`config.mk`:
```
export PLATFORM = sky130hd
export DESIGN_NAME = integer_to_ascii_formatter
export DESIGN_NICKNAME = d
export VERILOG_FILES = /design/src/design/i2a_pkg.sv /design/src/design/integer_to_ascii_formatter.sv /design/src/design/i2a_dabble.sv
export SDC_FILE = /design/constraint.sdc
export NUM_CORES = 1
export LEC_CHECK = 0
export ABC_AREA = 1
export BUFFER_PORTS_ARGS = -buffer_cell sky130_fd_sc_hd__clkbuf_2
export CAP_MARGIN = 10
export CORE_MARGIN = 2
export CORE_UTILIZATION = 50
export DETAILED_ROUTE_END_ITERATION = 10
export HOLD_SLACK_MARGIN = 0.02
export PLACE_DENSITY = 0.67
export SYNTH_ARGS = -nofsm -noshare
export SYNTH_HDL_FRONTEND = slang
export SYNTH_HIERARCHICAL = 1
export SYNTH_SLANG_ARGS = --single-unit
```
`constraint.sdc`:
```
create_clock -name clk -period 10.2 [get_ports clk]
set_input_delay 0.51 -clock clk [delete_from_list [all_inputs] [get_ports clk]]
set_output_delay 0.51 -clock clk [all_outputs]
set_load 0.005 [all_outputs]
```
`src/design/i2a_pkg.sv`:
```
// Shared types, constants and a helper function for the integer to ASCII formatter.
package i2a_pkg;

  localparam int ValueW   = 64;
  localparam int DecDigits = 20;
  localparam int BcdW     = 4 * DecDigits;
  localparam int HexDigits = 16;
  localparam int MinW     = 7;
  localparam int CharW    = 8;

  localparam logic [1:0] FUNC_SDEC = 2'd0;
  localparam logic [1:0] FUNC_UDEC = 2'd1;
  localparam logic [1:0] FUNC_HEXL = 2'd2;
  localparam logic [1:0] FUNC_HEXU = 2'd3;

  localparam logic [CharW-1:0] CH_ZERO  = 8'h30;
  localparam logic [CharW-1:0] CH_MINUS = 8'h2d;
  localparam logic [CharW-1:0] CH_PLUS  = 8'h2b;
  localparam logic [CharW-1:0] CH_SPACE = 8'h20;
  localparam logic [CharW-1:0] CH_X     = 8'h78;
  localparam logic [CharW-1:0] CH_LOWA  = 8'h61;
  localparam logic [CharW-1:0] CH_UPA   = 8'h41;

  typedef enum logic [3:0] {
    S_IDLE = 4'b0001,
    S_CONV = 4'b0010,
    S_SCAN = 4'b0100,
    S_EMIT = 4'b1000
  } state_t;

  // Status from the conversion unit back to the sequencer.
  typedef struct packed {
    logic busy;
    logic done;
  } dd_stat_t;

  function automatic logic [CharW-1:0] digit_char(input logic [3:0] nib, input logic upper);
    logic [CharW-1:0] base;
    base = upper ? CH_UPA : CH_LOWA;
    if (nib < 4'd10) begin
      digit_char = CH_ZERO + {4'b0, nib};
    end else begin
      digit_char = base + {4'b0, nib - 4'd10};
    end
  endfunction

endpackage

```
`src/design/integer_to_ascii_formatter.sv`:
```
// Top level of the integer to ASCII formatter: request sequencer and character output.
//
// One request is formatted at a time and in_tready is low until its last character has been
// loaded into the output register. A decimal request first passes through the
// shift-and-add-3 converter (one bit a cycle), then strips leading zero digits (one digit a
// cycle), then emits its characters, one per cycle while the output is not stalled.
// Hex requests skip the converter but strip leading zero digits as well.
// The output register lets the next request enter while the final character still waits.
module integer_to_ascii_formatter (
  input  logic        clk,
  input  logic        rst_n,
  input  logic        in_tvalid,
  output logic        in_tready,
  // [63:0] value, [70:64] min_digits, [71] plus_sign, [72] space_sign,
  // [73] hex_prefix, [79:74] zero
  input  logic [79:0] in_tdata,
  // [1:0] func
  input  logic [1:0]  in_tuser,
  output logic        out_tvalid,
  input  logic        out_tready,
  // [7:0] out_char
  output logic [7:0]  out_tdata,
  output logic        out_tlast
);
  import i2a_pkg::*;

  localparam int NdW  = $clog2(DecDigits + 1);
  localparam int LenW = MinW - 1;

  state_t             state_r, state_nxt;
  logic [BcdW-1:0]    dig_r, dig_nxt;
  logic [NdW-1:0]     ndig_r, ndig_nxt;
  logic [LenW-1:0]    minlen_r, minlen_nxt;
  logic [LenW-1:0]    pad_r, pad_nxt;
  logic [1:0]         pre_r, pre_nxt;
  logic [CharW-1:0]   pre_char_r, pre_char_nxt;
  logic               hex_r, hex_nxt;
  logic               upper_r, upper_nxt;
  logic               out_valid_r, out_valid_nxt;
  logic [CharW-1:0]   out_char_r, out_char_nxt;
  logic               out_last_r, out_last_nxt;

  logic [ValueW-1:0]  in_value;
  logic [MinW-1:0]    in_min;
  logic               in_plus, in_space, in_prefix;
  logic               in_neg, dd_start;
  logic [ValueW-1:0]  dd_mag;
  logic [LenW-1:0]    min_clamped, eff_min, ndig_ext;
  dd_stat_t           dd_stat;
  logic [BcdW-1:0]    dd_bcd;

  assign in_value  = in_tdata[63:0];
  assign in_min    = in_tdata[70:64];
  assign in_plus   = in_tdata[71];
  assign in_space  = in_tdata[72];
  assign in_prefix = in_tdata[73];

  assign in_tready = (state_r == S_IDLE);
  assign in_neg    = (in_tuser == FUNC_SDEC) && in_value[ValueW-1];
  assign dd_mag    = in_neg ? (~in_value + 1'b1) : in_value;
  assign dd_start  = in_tvalid && in_tready && !in_tuser[1];

  // Negative counts mean one digit; 63 saturates to 62.
  always_comb begin
    if (in_min[MinW-1] || in_min[LenW-1:0] == '0) begin
      min_clamped = LenW'(1);
    end else if (in_min[LenW-1:0] == '1) begin
      min_clamped = LenW'(62);
    end else begin
      min_clamped = in_min[LenW-1:0];
    end
  end

  assign eff_min  = (hex_r && minlen_r > LenW'(HexDigits)) ? LenW'(HexDigits) : minlen_r;
  assign ndig_ext = LenW'(ndig_r);

  i2a_dabble u_dabble (
    .clk   (clk),
    .rst_n (rst_n),
    .start (dd_start),
    .mag   (dd_mag),
    .stat  (dd_stat),
    .bcd   (dd_bcd)
  );

  always_comb begin
    state_nxt     = state_r;
    dig_nxt       = dig_r;
    ndig_nxt      = ndig_r;
    minlen_nxt    = minlen_r;
    pad_nxt       = pad_r;
    pre_nxt       = pre_r;
    pre_char_nxt  = pre_char_r;
    hex_nxt       = hex_r;
    upper_nxt     = upper_r;
    out_valid_nxt = out_valid_r && !out_tready;
    out_char_nxt  = out_char_r;
    out_last_nxt  = out_last_r;

    case (state_r)
      S_IDLE: begin
        if (in_tvalid) begin
          minlen_nxt = min_clamped;
          hex_nxt    = in_tuser[1];
          upper_nxt  = (in_tuser == FUNC_HEXU);
          if (in_tuser[1]) begin
            dig_nxt      = {in_value, {(BcdW-ValueW){1'b0}}};
            ndig_nxt     = NdW'(HexDigits);
            pre_nxt      = in_prefix ? 2'd2 : 2'd0;
            pre_char_nxt = CH_X;
            state_nxt    = S_SCAN;
          end else begin
            state_nxt = S_CONV;
            if (in_neg) begin
              pre_nxt      = 2'd1;
              pre_char_nxt = CH_MINUS;
            end else if (in_plus) begin
              pre_nxt      = 2'd1;
              pre_char_nxt = CH_PLUS;
            end else if (in_space) begin
              pre_nxt      = 2'd1;
              pre_char_nxt = CH_SPACE;
            end else begin
              pre_nxt      = 2'd0;
              pre_char_nxt = CH_SPACE;
            end
          end
        end
      end
      S_CONV: begin
        if (dd_stat.done) begin
          dig_nxt   = dd_bcd;
          ndig_nxt  = NdW'(DecDigits);
          state_nxt = S_SCAN;
        end
      end
      S_SCAN: begin
        // Strip leading zero digits, always keeping at least one.
        if (dig_r[BcdW-1 -: 4] == 4'd0 && ndig_r > NdW'(1)) begin
          dig_nxt  = {dig_r[BcdW-5:0], 4'd0};
          ndig_nxt = ndig_r - 1'b1;
        end else begin
          pad_nxt   = (eff_min > ndig_ext) ? (eff_min - ndig_ext) : '0;
          state_nxt = S_EMIT;
        end
      end
      S_EMIT: begin
        if (!out_valid_r || out_tready) begin
          out_valid_nxt = 1'b1;
          out_last_nxt  = 1'b0;
          if (pre_r != 2'd0) begin
            out_char_nxt = (pre_r == 2'd2) ? CH_ZERO : pre_char_r;
            pre_nxt      = pre_r - 1'b1;
          end else if (pad_r != '0) begin
            out_char_nxt = CH_ZERO;
            pad_nxt      = pad_r - 1'b1;
          end else begin
            out_char_nxt = digit_char(dig_r[BcdW-1 -: 4], upper_r);
            dig_nxt      = {dig_r[BcdW-5:0], 4'd0};
            ndig_nxt     = ndig_r - 1'b1;
            if (ndig_r == NdW'(1)) begin
              out_last_nxt = 1'b1;
              state_nxt    = S_IDLE;
            end
          end
        end
      end
      default: begin
        state_nxt = S_IDLE;
      end
    endcase
  end

  always_ff @(posedge clk) begin
    dig_r      <= dig_nxt;
    ndig_r     <= ndig_nxt;
    minlen_r   <= minlen_nxt;
    pad_r      <= pad_nxt;
    pre_r      <= pre_nxt;
    pre_char_r <= pre_char_nxt;
    hex_r      <= hex_nxt;
    upper_r    <= upper_nxt;
    out_char_r <= out_char_nxt;
    out_last_r <= out_last_nxt;
    if (!rst_n) begin
      state_r     <= S_IDLE;
      out_valid_r <= 1'b0;
    end else begin
      state_r     <= state_nxt;
      out_valid_r <= out_valid_nxt;
    end
  end

  assign out_tvalid = out_valid_r;
  assign out_tdata  = out_char_r;
  assign out_tlast  = out_last_r;

endmodule

```
`src/design/i2a_dabble.sv`:
```
// Iterative binary to BCD converter: one shift-and-add-3 step per cycle.
module i2a_dabble (
  input  logic                          clk,
  input  logic                          rst_n,
  input  logic                          start,
  input  logic [i2a_pkg::ValueW-1:0]    mag,
  output i2a_pkg::dd_stat_t             stat,
  output logic [i2a_pkg::BcdW-1:0]      bcd
);
  import i2a_pkg::*;

  localparam int CntW = $clog2(ValueW + 1);

  logic [BcdW-1:0]   bcd_r, bcd_nxt, corr;
  logic [ValueW-1:0] bin_r, bin_nxt;
  logic [CntW-1:0]   cnt_r, cnt_nxt;
  logic              busy_r, busy_nxt;
  logic              done_r, done_nxt;

  // Each BCD digit of five or more gets three added before the shift.
  always_comb begin
    for (int i = 0; i < DecDigits; i++) begin
      if (bcd_r[4*i +: 4] >= 4'd5) begin
        corr[4*i +: 4] = bcd_r[4*i +: 4] + 4'd3;
      end else begin
        corr[4*i +: 4] = bcd_r[4*i +: 4];
      end
    end
  end

  always_comb begin
    bcd_nxt  = bcd_r;
    bin_nxt  = bin_r;
    cnt_nxt  = cnt_r;
    busy_nxt = busy_r;
    done_nxt = 1'b0;
    if (start) begin
      bcd_nxt  = '0;
      bin_nxt  = mag;
      cnt_nxt  = CntW'(ValueW);
      busy_nxt = 1'b1;
    end else if (busy_r) begin
      bcd_nxt = {corr[BcdW-2:0], bin_r[ValueW-1]};
      bin_nxt = {bin_r[ValueW-2:0], 1'b0};
      cnt_nxt = cnt_r - 1'b1;
      if (cnt_r == CntW'(1)) begin
        busy_nxt = 1'b0;
        done_nxt = 1'b1;
      end
    end
  end

  always_ff @(posedge clk) begin
    bcd_r <= bcd_nxt;
    bin_r <= bin_nxt;
    cnt_r <= cnt_nxt;
    if (!rst_n) begin
      busy_r <= 1'b0;
      done_r <= 1'b0;
    end else begin
      busy_r <= busy_nxt;
      done_r <= done_nxt;
    end
  end

  assign stat.busy = busy_r;
  assign stat.done = done_r;
  assign bcd       = bcd_r;

endmodule

```
# Word-level counts from Yosys, hierarchy flattened
# Cells that the tools add are included.
# Widths: inputs -> output; s select.
# word_totals
out_inout_bits	11
wordCells	202
register_bits	275
input_bits	86
# classes
n_addsub	29
order_cmp	24
bitwise_logic	3
muxes	79
n_reduce_logical	29
n_eq_ne	20
# ops
op	count
$mux 80	7
$pmux 80 s4	1
$mux 64	3
$mux 4	27
$ge 4x3->1 const B	20
$add 4x2->4 const B	19
$add 64x1->64 const B	1
$not 64->64	1
$mux 6	8
$mux 5	7
$mux 8	3
$pmux 5 s4	1
$ne 2x2->1 const B	9
$pmux 4 s4	1
$pmux 6 s2	1
$mux 1	10
$mux 2	5
$mux 3	3
$add 7x4->8	1
$reduce_and 8->1	1
$reduce_bool 2->1	4
$add 6x4->7 const A	1
$eq 7x1->1 const B	1
$mux 7	1
35 further kinds	48

# Longest topological paths before layout
# depth
depth_word	7
ltp_mapped	13
ltp_nobuf	13

# Hierarchy
# The synthesis kept the hierarchy.
# modules_own_cells
module	seq_area_each_um2	instances	area_per_inst_um2	cells_per_inst
integer_to_ascii_formatter	3523.4	1	8326.7	1088
i2a_dabble	3703.6	1	7763.7	1007

# Worst setup path before layout
# OpenSTA, ideal clock, no wires.
# synth_timing
kind	reg2reg
start	reg pre_r[0]
end	reg dig_r[0], enable pin
period_less_slack_ns	7.514
path_stages_with_launch	8
slack_ns	2.686
setup_time_ns	0.633
path_buffers	1
arrival_time_ns	6.881
required_time_ns	9.567
cell_sequence	edfxtp_1 inv_1 ha_1 clkbuf_1 a21oi_1 nor2_1 nand2_1 nor3_1
# synth_via
elab_chain_len	3
# synth_lines
item	line_no	rtl
start, declared	integer_to_ascii_formatter.sv:35	logic [1:0] pre_r, pre_nxt;
start signal, assigned	integer_to_ascii_formatter.sv:179	pre_r <= pre_nxt;
$reduce_bool 2->1	integer_to_ascii_formatter.sv:151	if (pre_r != 2'd0) begin
$ne 2x2->1 (no source line)	--	
$reduce_and 8->1 (no source line)	--	
end signal, assigned	integer_to_ascii_formatter.sv:175	dig_r <= dig_nxt;
end, declared	integer_to_ascii_formatter.sv:31	logic [BcdW-1:0] dig_r, dig_nxt;
# Every way passes these cells.
# A chain may end at the register's enable or synchronous reset.

# Worst setup path after layout
# layout_timing
start	reg state_r[0]
end	reg dig_r[36], enable pin
# layout_via
elab_chain_len	3
elab_cells_between_ends	13
cone_classes	eq/ne (11); reduce/logical (2)
# layout_lines
item	line_no	rtl
start, declared	integer_to_ascii_formatter.sv:30	state_t state_r, state_nxt;
start signal, assigned	integer_to_ascii_formatter.sv:189	state_r <= state_nxt;
$eq 4x3->1 (tied with other cells)	integer_to_ascii_formatter.sv:100	case (state_r)
$ne 2x2->1 (no source line) (tied with other cells)	--	
$reduce_and 8->1 (no source line) (*)	--	
# Mark *: on every way between the ends. The rest lies on a longest branch, timed or not.

==> results.py <==
metrics = {
    "status": {
        "outcome": "finished clean",
    },
    "layout": {
        "nets": 2303,
        "final_common_cell": "nand2_1",
        "drive_above_1_share_pct": 9.08,
        "final_cell_mix": "nand2_1, inv_1, edfxtp_1, nor2_1, nand3_1",
        "final_cell_area_um2": 17600,
        "fin_cells": 2583,
        "final.fill_count": 2931,
        "area_delta_synth_final_pct": 9.62,
    },
    "sta": {
        "rsz0062_at_grt": "false",
        "fin_crit_sh_pct": 36.2,
        "fmax_ghz": 0.271,
        "finalHoldViolCount": 0,
        "hold_slack_ps": 198,
        "fin_tns_setup_ps": 0,
        "finalSetupViolations": 0,
        "worst_pin_slew_ps": 1170,
        "fin_worst_skew_ps": 15.1,
        "slew_viol_final": 0,
        "relSlewSlack_pct": 21.5,
        "period_minus_slack_ps": 3690,
    },
    "routing": {
        "wl_per_cell_um": 16.4,
        "firstDrtPassIters": 6,
        "drc": 0,
        "vias": 14076,
        "viasPerCell": 5.45,
        "postRouteWirelength_um": 42400,
        "drtIter0Drc": 1161,
        "detail-route-antenna-nets": 0,
    },
    "critical_path": {
        "cp_slowest_cell": "nand2_4",
        "critPathTopFamily": "simple AND/OR/NAND/NOR gates",
        "worstPathArrival_ps": 3890,
        "crit_start": "state_r[0]$_SDFFE_PN1P_",
        "cp_common_cell": "buf_4",
        "crit_fanout": 82,
        "cp_slowest_stage_delay_ps": 930,
        "start_kind": "register",
        "reg2reg_depth": 7,
        "timing.rr.end": "dig_r[36]$_DFFE_PP_",
        "crit_chain": "nor2_1 > nand3_1 > nand2_4 > nor3_1 > nor3_2 > buf_4 > buf_4",
        "r2r_start": "state_r[0]$_SDFFE_PN1P_",
        "r2r_slack_ps": 6510,
        "timing.critical_path.buf_inv": 2,
        "cp.required_ps": 10390,
        "worstSetupEndpointType": "register",
        "critical_path_class": "register to register",
    },
    "placed_design": {
        "hpwlAfterDp_um": 29800,
        "place_inst": 2524,
        "routabilityCongestion": 1.00,
        "numPortBuffers": 89,
        "placed_cell_area_um2": 16700,
    },
    "yosys": {
        "synth_area_um2": 16100,
        "synthCells": 2094,
        "synth.avg_cell_area_um2": 7.68,
        "synth_nets": 2242,
        "ys.warnings.count": 6,
    },
    "power": {
        "p_seq_share_pct": 47.3,
        "p_comb_share_pct": 18.1,
        "power.leakage_nw": 8.13,
        "total_power_mw": 3.06,
        "peakVddDrop_v": 0.000130,
        "swShare_pct": 29.5,
        "power.switching_mw": 0.901,
        "power_density_nw_per_um2": 173,
        "pwr-share-clk_pct": 34.6,
        "internal_power_mw": 2.16,
    },
    "global_routing": {
        "grt_antenna_before_repair": 2,
        "grt_max_degree": 83,
        "grt_pass1_wl_um": 68500,
        "grt_overflow": 0,
        "grt_pass1_vias": 13350,
        "globalRouteTotalUtil_pct": 25.4,
    },
    "flow_run": {
        "cap_viol_max_count": 0,
    },
    "cts": {
        "htreeDepth": 1,
        "clkSinkCount": 272,
        "clkTransAtPathRegs_ps": 50,
        "tritoncts": "yes",
        "ctsResizeCount": 0,
        "postCtsSetupBuffers": 0,
        "clockBufferDepth": 3,
        "clock-root-buffer": "clkbuf_16",
        "holdBufCountCts": 0,
        "cts_buffers": 31,
        "clk-insertion-delay-late_ps": 570,
    },
    "die": {
        "start_util_pct": 50.8,
        "io_pins": 97,
        "die_x_um": 183,
        "num_rows": 65,
        "die-area_um2": 33600,
        "core_area_um2": 31600,
        "chipHeight_um": 183,
    },
    "min_path": {
        "min-delay-start": "rst_n",
        "hold_end": "state_r[0]$_SDFFE_PN1P_",
        "hold_path_class": "input port to register",
        "whs_path_depth": 2,
    },
}
power groups by stage:
stage / logic [mW] / clock network, mW / registers [mW]
CTS: 0.555 / 1.08 / 1.44
finish: 0.554 / 1.06 / 1.44
detailed placement: 0.553 / 0 / 1.46
floorplan: 0.404 / 0 / 1.47
global placement: 0.541 / 0 / 1.46
global route: 0.628 / 1.12 / 1.46
layer usage:
layer / vias up / part of all wire [%] / track usage [%]
met2: 430 / 48 / 44.2
li1: 6998 / - / -
met4: 4 / 2.5 / 6.85
met1: 6564 / 43 / 33.2
met5: - / 0.071 / 0
met3: 80 / 6.1 / 3.55
worst max path at each step:
stage                           to  slack (ps)  cells after the start
6_report       dig_r[36]$_DFFE_PP_        6510                      7
5_1_grt        dig_r[34]$_DFFE_PP_        6200                      7
4_1_cts        dig_r[33]$_DFFE_PP_        6530                      7
3_5_place_dp   dig_r[33]$_DFFE_PP_        6530                      7
3_3_place_gp   dig_r[34]$_DFFE_PP_        6600                      7
2_1_floorplan   dig_r[0]$_DFFE_PP_        2690                      7
through the flow:
| step | utilization (%) | worst slack (ps) |
|---|---|---|
| after global placement | 52.7 | 6600 |
| after detailed placement | 52.7 | 6530 |
| after global routing | 55.7 | 6200 |
| final | 55.7 | 6510 |
| after floorplan | - | 2690 |
| after CTS | 55.7 | 6530 |
final cells by class:
class / instances / area (um2) / area share (%)
Inverter: 206 / 786 / 4.46
Multi-Input combinational cell: 1547 / 7650 / 43.4
Clock inverter: 15 / 95.1 / 0.539
Tap cell: 402 / 503 / 2.85
Antenna cell: 1 / 2.50 / 0.0142
Sequential cell: 272 / 7230 / 41.0
Clock buffer: 43 / 861 / 4.88
Timing Repair Buffer: 97 / 505 / 2.87
registers in the layout (all words and copies together) (netlist names):
register	flops
dig_r	80
u_dabble/bcd	80
u_dabble/bin_r	64
out_tdata	7
u_dabble/cnt_r	7
minlen_r	6
pad_r	6
ndig_r	5
pre_char_r	5
state_r	4
pre_r	2
hex_r	1
out_tlast	1
out_tvalid	1
u_dabble/busy_r	1
u_dabble/done_r	1
upper_r	1
Power figures use the tool's default switching activity.
